## config.mk

```make
export PLATFORM = sky130hd
export DESIGN_NAME = shake_and_tilt_detector
export DESIGN_NICKNAME = d
export VERILOG_FILES = /design/src/hw/rtl/stdet_pkg.sv /design/src/hw/rtl/stdet_shake.sv /design/src/hw/rtl/stdet_tilt.sv /design/src/hw/rtl/shake_and_tilt_detector.sv
export SDC_FILE = /design/constraint.sdc
export NUM_CORES = 1
export LEC_CHECK = 0
export ABC_AREA = 1
export BUFFER_PORTS_ARGS = -buffer_cell sky130_fd_sc_hd__buf_4
export CAP_MARGIN = 20
export CORE_ASPECT_RATIO = 1.2
export CORE_MARGIN = 2
export CORE_UTILIZATION = 50
export CTS_CLUSTER_DIAMETER = 50
export DETAILED_ROUTE_END_ITERATION = 6
export PLACE_DENSITY_LB_ADDON = 0.05
export RECOVER_POWER = 100
export SETUP_SLACK_MARGIN = 0.4
export SLEW_MARGIN = 20
export SYNTH_ARGS = -nofsm -noshare
export SYNTH_HDL_FRONTEND = slang
export SYNTH_SLANG_ARGS = --single-unit
export TNS_END_PERCENT = 50
```

## constraint.sdc

```tcl
create_clock -name clk -period 4.45 [get_ports clk]
set_input_delay 0 -clock clk [delete_from_list [all_inputs] [get_ports clk]]
set_output_delay 0 -clock clk [all_outputs]
set_load 0.02 [all_outputs]
```

## src/hw/rtl/stdet_pkg.sv

```systemverilog
// ----------------------------------------------------------------------------
// stdet_pkg: shared types and constants of the shake and tilt detector
// Register indexes, register reset values, speed limit for "wheel still" and
// the status bundle passed from shake tracking to tilt debounce.
// ----------------------------------------------------------------------------
package stdet_pkg;

  // configuration port geometry
  localparam int unsigned CFG_IDX_W  = 3;
  localparam int unsigned CFG_DATA_W = 16;

  // register indexes
  typedef enum logic [CFG_IDX_W-1:0] {
    CFG_SHAKE_WINDOW    = 3'd0,
    CFG_SHAKE_COUNT_MIN = 3'd1,
    CFG_SHAKE_HOLD      = 3'd2,
    CFG_TILT_SETTLE     = 3'd3,
    CFG_TILT_DEBOUNCE   = 3'd4,
    CFG_LIFT_THRESHOLD  = 3'd5
  } cfg_idx_t;

  // register reset values
  localparam logic [15:0] SHAKE_WINDOW_RST    = 16'd500;
  localparam logic [7:0]  SHAKE_COUNT_MIN_RST = 8'd10;
  localparam logic [15:0] SHAKE_HOLD_RST      = 16'd1000;
  localparam logic [15:0] TILT_SETTLE_RST     = 16'd1000;
  localparam logic [7:0]  TILT_DEBOUNCE_RST   = 8'd20;
  localparam logic [7:0]  LIFT_THRESHOLD_RST  = 8'd100;

  // committed orientation after reset (zl set)
  localparam logic [7:0] TILT_CODE_RST = 8'h80;

  // a wheel is still when |speed| < 1 rpm (16 units of 1/16 rpm)
  localparam logic signed [15:0] STILL_LIMIT = 16'sd16;

  // shake tracking result for the current beat
  typedef struct packed {
    logic shaking;    // shake flag after this beat
    logic sample_en;  // orientation may be sampled this beat
  } shake_status_t;

endpackage

```

## src/hw/rtl/stdet_shake.sv

```systemverilog
// ----------------------------------------------------------------------------
// stdet_shake: wake-event counting and shake flag hold/settle timing
// Counts still-wheel wake events in a window opened by the first such event,
// raises the shake flag, holds it, and gates orientation sampling.
// ----------------------------------------------------------------------------
module stdet_shake
  import stdet_pkg::*;
#(
  parameter int unsigned TS_W = 32
) (
  input  logic            clk,
  input  logic            rst_n,
  input  logic            advance,
  input  logic [TS_W-1:0] now_ts,
  input  logic            wake_still,
  input  logic [15:0]     shake_window,
  input  logic [7:0]      shake_count_min,
  input  logic [15:0]     shake_hold,
  input  logic [15:0]     tilt_settle,
  output shake_status_t   status
);

  localparam int unsigned CMP_W = TS_W + 16;

  logic            awaiting_r, awaiting_nxt;
  logic [TS_W-1:0] window_start_r, window_start_nxt;
  logic [15:0]     wake_count_r, wake_count_nxt;
  logic            shake_flag_r, shake_flag_nxt;
  logic [TS_W-1:0] shake_start_r, shake_start_nxt;
  logic [TS_W-1:0] settle_start_r, settle_start_nxt;

  logic            first_wake;
  logic [15:0]     wake_count_inc;
  logic [15:0]     wake_count_upd;
  logic [TS_W-1:0] win_diff, hold_diff, settle_diff;
  logic            win_gt, hold_gt, settle_gt;
  logic            win_fire, hold_fire, sample_en;

  // elapsed times against the stored starts, all in parallel
  assign win_diff    = now_ts - window_start_r;
  assign hold_diff   = now_ts - shake_start_r;
  assign settle_diff = now_ts - settle_start_r;
  assign win_gt      = CMP_W'(win_diff) > CMP_W'(shake_window);
  assign hold_gt     = CMP_W'(hold_diff) > CMP_W'(shake_hold);
  assign settle_gt   = CMP_W'(settle_diff) > CMP_W'(tilt_settle);

  // count wake events, saturating; the first one opens the window
  assign first_wake     = wake_still & awaiting_r;
  assign wake_count_inc = (wake_count_r != 16'hFFFF) ? wake_count_r + 16'd1 : wake_count_r;
  always_comb begin
    if (!wake_still) begin
      wake_count_upd = wake_count_r;
    end else if (awaiting_r) begin
      wake_count_upd = 16'd1;
    end else begin
      wake_count_upd = wake_count_inc;
    end
  end

  // a window just opened has zero elapsed time, so it cannot judge yet;
  // a freshly set or freshly cleared flag likewise sees zero elapsed time
  assign win_fire  = ~first_wake & win_gt & (wake_count_upd > 16'(shake_count_min));
  assign hold_fire = ~win_fire & shake_flag_r & hold_gt;
  assign sample_en = ~shake_flag_nxt & ~hold_fire & settle_gt;

  always_comb begin
    awaiting_nxt     = awaiting_r & ~wake_still;
    window_start_nxt = first_wake ? now_ts : window_start_r;
    wake_count_nxt   = win_fire ? 16'd0 : wake_count_upd;
    shake_flag_nxt   = win_fire | (shake_flag_r & ~hold_fire);
    shake_start_nxt  = win_fire ? now_ts : shake_start_r;
    settle_start_nxt = hold_fire ? now_ts : settle_start_r;
  end

  assign status.shaking   = shake_flag_nxt;
  assign status.sample_en = sample_en;

  // update state once per processed beat
  always_ff @(posedge clk) begin
    if (!rst_n) begin
      awaiting_r     <= 1'b1;
      window_start_r <= '0;
      wake_count_r   <= '0;
      shake_flag_r   <= 1'b0;
      shake_start_r  <= '0;
      settle_start_r <= '0;
    end else if (advance) begin
      awaiting_r     <= awaiting_nxt;
      window_start_r <= window_start_nxt;
      wake_count_r   <= wake_count_nxt;
      shake_flag_r   <= shake_flag_nxt;
      shake_start_r  <= shake_start_nxt;
      settle_start_r <= settle_start_nxt;
    end
  end

  // the window opens exactly once
  a_window_opens: assert property (@(posedge clk) disable iff (!rst_n)
    advance && first_wake |=> !awaiting_r && window_start_r == $past(now_ts))
    else $error("shake window did not open on first still wake event");

  // the flag only rises on a processed beat
  a_flag_on_advance: assert property (@(posedge clk) disable iff (!rst_n)
    $rose(shake_flag_r) |-> $past(advance) && wake_count_r == 16'd0)
    else $error("shake flag rose without a processed beat or count reset");

endmodule

```

## src/hw/rtl/stdet_tilt.sv

```systemverilog
// ----------------------------------------------------------------------------
// stdet_tilt: orientation remap and debounce
// Maps the six 6D bits to the tilt code and commits a new code after more
// than the debounce length of consecutive differing samples.
// ----------------------------------------------------------------------------
module stdet_tilt
  import stdet_pkg::*;
(
  input  logic          clk,
  input  logic          rst_n,
  input  logic          advance,
  input  shake_status_t status,
  input  logic [5:0]    orientation_bits,
  input  logic [7:0]    debounce_len,
  output logic [7:0]    tilt_nxt
);

  logic [7:0] committed_r;
  logic [7:0] debounce_r, debounce_nxt;
  logic [7:0] code;
  logic [7:0] count_upd;
  logic       commit;
  logic       update;

  // remap: zl bit7, zh bit6, xh bit5, xl bit4, yh bit3, yl bit2
  assign code = {orientation_bits[4], orientation_bits[5], orientation_bits[1],
                 orientation_bits[0], orientation_bits[3], orientation_bits[2], 2'b00};

  // count differing samples, saturating; drop the count on a match
  always_comb begin
    if (committed_r != code) begin
      count_upd = (debounce_r != 8'hFF) ? debounce_r + 8'd1 : debounce_r;
    end else begin
      count_upd = 8'd0;
    end
  end

  assign commit       = count_upd > debounce_len;
  assign debounce_nxt = commit ? 8'd0 : count_upd;
  assign update       = advance & status.sample_en;
  assign tilt_nxt     = (status.sample_en && commit) ? code : committed_r;

  always_ff @(posedge clk) begin
    if (!rst_n) begin
      committed_r <= TILT_CODE_RST;
      debounce_r  <= '0;
    end else if (update) begin
      committed_r <= tilt_nxt;
      debounce_r  <= debounce_nxt;
    end
  end

  // the committed code only changes on a sampled beat
  a_commit_sampled: assert property (@(posedge clk) disable iff (!rst_n)
    !$stable(committed_r) |-> $past(update) && debounce_r == 8'd0)
    else $error("committed tilt changed outside a sampled beat");

endmodule

```

## src/hw/rtl/shake_and_tilt_detector.sv

```systemverilog
// ----------------------------------------------------------------------------
// shake_and_tilt_detector: motion status from wake events and 6D orientation
// Input register, single-pass shake/tilt update, result register.
// ----------------------------------------------------------------------------
//  channel  | handshake            | payload
//  ---------+----------------------+-----------------------------------------
//  in       | in_valid / in_ready  | now_ms, wake_event, speeds, orient, prox
//  out      | out_valid / out_ready| tilt_code, shaking, lifted, motion_byte
//  cfg      | cfg_wr_en            | cfg_index, cfg_wdata
//
// One beat per cycle while the result side is not stalled; input register, then result register.
// Throughput is set by the single state update between input and result reg.
// Reset (rst_n low, synchronous) clears state and restores register defaults.
// A stalled result holds in the output register; the input register still
// takes one more beat, after which in_ready drops until the result is taken.
// ----------------------------------------------------------------------------
module shake_and_tilt_detector
  import stdet_pkg::*;
#(
  parameter int unsigned TIMESTAMP_BITS = 32
) (
  input  logic                  clk,
  input  logic                  rst_n,
  // configuration
  input  logic                  cfg_wr_en,
  input  logic [CFG_IDX_W-1:0]  cfg_index,
  input  logic [CFG_DATA_W-1:0] cfg_wdata,
  // input channel
  input  logic                  in_valid,
  output logic                  in_ready,
  input  logic [31:0]           in_now_ms,
  input  logic                  in_wake_event,
  input  logic signed [15:0]    in_left_speed,
  input  logic signed [15:0]    in_right_speed,
  input  logic [5:0]            in_orientation_bits,
  input  logic [7:0]            in_proximity,
  // result channel
  output logic                  out_valid,
  input  logic                  out_ready,
  output logic [7:0]            out_tilt_code,
  output logic                  out_shaking,
  output logic                  out_lifted,
  output logic [7:0]            out_motion_byte
);

  localparam int unsigned TS_W = TIMESTAMP_BITS;

  // configuration registers
  logic [15:0] shake_window_r;
  logic [7:0]  shake_count_min_r;
  logic [15:0] shake_hold_r;
  logic [15:0] tilt_settle_r;
  logic [7:0]  tilt_debounce_r;
  logic [7:0]  lift_threshold_r;

  always_ff @(posedge clk) begin
    if (!rst_n) begin
      shake_window_r    <= SHAKE_WINDOW_RST;
      shake_count_min_r <= SHAKE_COUNT_MIN_RST;
      shake_hold_r      <= SHAKE_HOLD_RST;
      tilt_settle_r     <= TILT_SETTLE_RST;
      tilt_debounce_r   <= TILT_DEBOUNCE_RST;
      lift_threshold_r  <= LIFT_THRESHOLD_RST;
    end else if (cfg_wr_en) begin
      case (cfg_index)
        CFG_SHAKE_WINDOW:    shake_window_r    <= cfg_wdata;
        CFG_SHAKE_COUNT_MIN: shake_count_min_r <= cfg_wdata[7:0];
        CFG_SHAKE_HOLD:      shake_hold_r      <= cfg_wdata;
        CFG_TILT_SETTLE:     tilt_settle_r     <= cfg_wdata;
        CFG_TILT_DEBOUNCE:   tilt_debounce_r   <= cfg_wdata[7:0];
        CFG_LIFT_THRESHOLD:  lift_threshold_r  <= cfg_wdata[7:0];
        default: ;
      endcase
    end
  end

  // input register
  logic              in_valid_r;
  logic [31:0]       now_ms_r;
  logic              wake_event_r;
  logic signed [15:0] left_speed_r;
  logic signed [15:0] right_speed_r;
  logic [5:0]        orientation_r;
  logic [7:0]        proximity_r;

  logic out_valid_r;
  logic advance;
  logic in_accept;

  assign advance   = in_valid_r & (~out_valid_r | out_ready);
  assign in_ready  = ~in_valid_r | advance;
  assign in_accept = in_valid & in_ready;

  always_ff @(posedge clk) begin
    if (!rst_n) begin
      in_valid_r <= 1'b0;
    end else if (in_accept) begin
      in_valid_r <= 1'b1;
    end else if (advance) begin
      in_valid_r <= 1'b0;
    end
  end

  always_ff @(posedge clk) begin
    if (in_accept) begin
      now_ms_r      <= in_now_ms;
      wake_event_r  <= in_wake_event;
      left_speed_r  <= in_left_speed;
      right_speed_r <= in_right_speed;
      orientation_r <= in_orientation_bits;
      proximity_r   <= in_proximity;
    end
  end

  // timestamp at the configured width (zero-extend or truncate)
  logic [TS_W+31:0] now_ext;
  logic [TS_W-1:0]  now_ts;
  assign now_ext = {{TS_W{1'b0}}, now_ms_r};
  assign now_ts  = now_ext[TS_W-1:0];

  // wake event with both wheels still
  logic wake_still;
  assign wake_still = wake_event_r
                    & (left_speed_r < STILL_LIMIT) & (left_speed_r > -STILL_LIMIT)
                    & (right_speed_r < STILL_LIMIT) & (right_speed_r > -STILL_LIMIT);

  shake_status_t status;
  logic [7:0]    tilt_nxt;
  logic          lifted;

  stdet_shake #(
    .TS_W (TS_W)
  ) u_shake (
    .clk             (clk),
    .rst_n           (rst_n),
    .advance         (advance),
    .now_ts          (now_ts),
    .wake_still      (wake_still),
    .shake_window    (shake_window_r),
    .shake_count_min (shake_count_min_r),
    .shake_hold      (shake_hold_r),
    .tilt_settle     (tilt_settle_r),
    .status          (status)
  );

  stdet_tilt u_tilt (
    .clk              (clk),
    .rst_n            (rst_n),
    .advance          (advance),
    .status           (status),
    .orientation_bits (orientation_r),
    .debounce_len     (tilt_debounce_r),
    .tilt_nxt         (tilt_nxt)
  );

  assign lifted = proximity_r > lift_threshold_r;

  // result register
  logic [7:0] tilt_code_r;
  logic       shaking_r;
  logic       lifted_r;
  logic [7:0] motion_byte_r;

  always_ff @(posedge clk) begin
    if (!rst_n) begin
      out_valid_r <= 1'b0;
    end else if (advance) begin
      out_valid_r <= 1'b1;
    end else if (out_ready) begin
      out_valid_r <= 1'b0;
    end
  end

  always_ff @(posedge clk) begin
    if (advance) begin
      tilt_code_r   <= tilt_nxt;
      shaking_r     <= status.shaking;
      lifted_r      <= lifted;
      motion_byte_r <= tilt_nxt | {6'b0, lifted, status.shaking};
    end
  end

  assign out_valid       = out_valid_r;
  assign out_tilt_code   = tilt_code_r;
  assign out_shaking     = shaking_r;
  assign out_lifted      = lifted_r;
  assign out_motion_byte = motion_byte_r;

  // a held input beat is never lost while the result side stalls
  a_hold_input: assert property (@(posedge clk) disable iff (!rst_n)
    in_valid_r && !advance |=> in_valid_r)
    else $error("input beat dropped before it was processed");

  // the summary byte always agrees with the separate result fields
  a_motion_byte: assert property (@(posedge clk) disable iff (!rst_n)
    out_valid_r |-> motion_byte_r == (tilt_code_r | {6'b0, lifted_r, shaking_r}))
    else $error("motion byte disagrees with result fields");

endmodule

```

==> flow_summary.yaml <==
synthesis:
  async_flop_share_pct: 0
  netlist_area_um2: 20400
  syn-mean-instance-area_um2: 6.60
  synth_area_leader_cell: "dfxtp_1"
  syn_inst: 3099
  ys_types: 49
  synth_nets: 3372
  ys.flop_type: "dfxtp_1"
  yosysWarningCount: 0
  yosysSeqAreaShare_pct: 33.3
  synth_top_area_share_pct: 20.0
  netlist_top_cells_area: "dfxtp_1 20%, nand2_1 16%, edfxtp_1 13%, inv_1 11%, ha_1 10%"
  synth_edf_count: 91
  synth_seq_cells: 295
power:
  sequentialPowerShare_pct: 38.8
  power.net_switching_mw: 2.11
  power_frac_clock_pct: 43.6
  p_int_mw: 5.39
  power_density_nw_per_um2: 291
  cellLeakagePower_nw: 12.5
  p_comb_share_pct: 17.6
  total_power_mw: 7.51
  ir_drop_mv: 0.320
  p_sw_share_pct: 28.2
grt:
  grt_pass1_vias: 19600
  grt_overflow: 0
  grt_usage_pct: 31.1
  antenna_found_initial: 1
  grt_pass1_wl_um: 104000
  grt_max_degree: 106
timing:
  fin_skew_ns: 0.0306
  setup_violations: 0
  fin_setup_tns_ns: 0
  period_minus_slack_ns: 4.11
  worst_slack_ns: 0.335
  drv_slew: 115
  rsz0062_at_grt: "true"
  relSlewSlack_pct: -59.1
  period_share_pct: 92.5
  fmax_ghz: 0.243
  worstMarginPinSlew_ns: 2.39
  hold_viol: 0
floorplanning:
  core_area_um2: 40500
  die-width_um: 189
  die_h_um: 226
  row_count: 81
  die_area_um2: 42500
  start_util_pct: 50.4
  ioPinCount: 123
placed_design:
  place.gp.congestion: 0.946
  numPortBuffers: 122
  dp.cells: 3841
  dp_slack_ns: -0.0790
  hpwl_um: 52300
critical_path:
  startpoint_type: "flip-flop"
  critPathLaunch: "now_ms_r[11]$_DFFE_PP_"
  path_max_fanout: 6
  crit_type: "reg -> reg"
  cp.required_ns: 4.95
  cp-end-kind: "flip-flop"
  slowest_delay_ns: 0.42
  cpMaxStageDelayCell: "edfxtp_1"
  reg2reg_from: "now_ms_r[11]$_DFFE_PP_"
  crit_top_cell: "nand2_1"
  crit_arrival_ns: 4.61
cts:
  htreeDepth: 2
  path_clk_slew_ns: 0.06
  root_buffer: "clkbuf_16"
  numCtsBuffers: 39
  cts_tree: "yes"
  clock_path_buffers: 3
  clock_latency_ns: 0.56
  cts.sinks: 295
drt:
  wl_per_cell_um: 16.6
  drt-vias-per-instance: 5.12
  drc: 0
  final_antenna_net_count: 0
  first_pass_iters: 6
  via_count: 20700
  drtIter0Drc: 1342
  drt-total-wl_um: 67100
layout:
  nFillCells: 3821
  drive_gt1_share_pct: 12.0
  final_cells: 4046
  area_growth_pct: 26.3
  final_common_cell: "nand2_1"
  final_core_util_pct: 63.7
  layout_common_cells: "856 x nand2_1, 572 x inv_1, 305 x nor2_1, 234 x a21oi_1, 204 x dfxtp_1"
  nets: 3748
run_status:
  violations: "capacitance limit, slew limit"
  outcome: "finished with violations"
job:
  cap_violations: 2
hold_path:
  min_from: "cfg_wr_en"
  hold_path.class: "in -> reg"
==> sequential cells by signal, summed over array words and instances, names as in the netlist, 2 cells and up <==
name and flops:
u_tilt.debounce_r 8, out_tilt_code 8, tilt_settle_r 16, lift_threshold_r 8, now_ms_r 32, u_shake.wake_count_r 16
u_tilt.committed_r 8, tilt_debounce_r 8, u_shake.shake_start_r 32, u_shake.settle_start_r 32, orientation_r 6, shake_hold_r 16
shake_window_r 16, shake_count_min_r 8, u_shake.window_start_r 32, left_speed_r 16, out_motion_byte 2, right_speed_r 16
proximity_r 8
==> synthesized netlist by cell type (all sizes together) (26+ instances only) <==
master and number:
nand2 878, inv 579, nor2 323, a21oi 241
dfxtp 204, ha 167, o21ai 163, nand3 149
edfxtp 91, nand4 49, xor2 47, clkbuf 42
nor3 29, o211ai 26
==> worst paths after layout <==
| path | cells past startpoint | end | slack (ns) |
|---|---|---|---|
| setup / recovery | 27 | u_shake.settle_start_r[29]$_SDFFE_PN0P_ | 0.34 |
| hold / removal | 5 | lift_threshold_r[6]$_SDFFE_PN1P_ | 0.03 |
| setup reg to reg | 27 | u_shake.settle_start_r[29]$_SDFFE_PN0P_ | 0.34 |
| hold reg to reg | 2 | u_shake.shake_start_r[26]$_SDFFE_PN0P_ | 0.46 |
==> repair_timing <==
action                                  CTS  global route
resized for setup                        61            44
hold buffers                            108             0
pin swaps                                19            27
setup buffers                             9            10
cloned                                    4             1
hold endpoints to repair                168             0
endpoints found under the setup margin   56            97
==> power by group through the flow <==
stage	sequential, mW	clock (mW)	combinational (mW)
after floorplan	2.96	0	0.738
after global placement	2.96	0	1.18
after detailed placement	2.96	0	1.20
after CTS	2.91	3.34	1.31
after global routing	2.91	3.44	1.47
final	2.91	3.27	1.32
==> area by class of cell <==
type / count / area [µm²] / share of cell area [%]
Multi-Input combinational cell: 2162 / 11500 / 44.7
Sequential cell: 295 / 6820 / 26.4
Timing Repair Buffer: 396 / 3240 / 12.5
Inverter: 581 / 2180 / 8.45
Clock buffer: 53 / 1130 / 4.39
Tap cell: 539 / 674 / 2.61
Clock inverter: 19 / 230 / 0.892
Antenna cell: 1 / 2.50 / 0.00969
==> per-layer routing <==
layer / up-vias / global-route usage, % / wire length, µm
met1: 9488 / 35.3 / 26900
met5: - / 0 / 0
met2: 523 / 58.6 / 34400
li1: 10600 / - / -
met3: 130 / 3.44 / 2750
met4: 0 / 13.4 / 3090
==> per-stage QoR <==
step / hold WS, ns / instance area [µm²]
after floorplan: 0.0989 / 20400
after global placement: 0.178 / 22900
after detailed placement: 0.179 / 22900
after CTS: 0.00136 / 25700
after global routing: 0.0185 / 25800
final: 0.0279 / 25800
==> worst max-delay path, delay by kind of cell, from the launching register on <==
kind,cells,cell delay [ns]
fa+ha+maj,2,0.64
xor+xnor,1,0.19
flops,1,0.42
simple gates,19,2.00
buf+inv,4,0.56
compound gates,1,0.20
==> cell families (layout without fill, tap and decap cells) <==
logic type      Yosys count  after routing  synth area share [%]
flops                   295            295                  33.3
other cells               0              1                     0
simple gates           1469           1470                  29.6
fa+ha+maj               170            170                  10.5
compound gates          469            469                  12.3
buf+inv                 643           1049                  12.0
xor+xnor                 53             53                  2.27
Power figures use the tool's default switching activity.
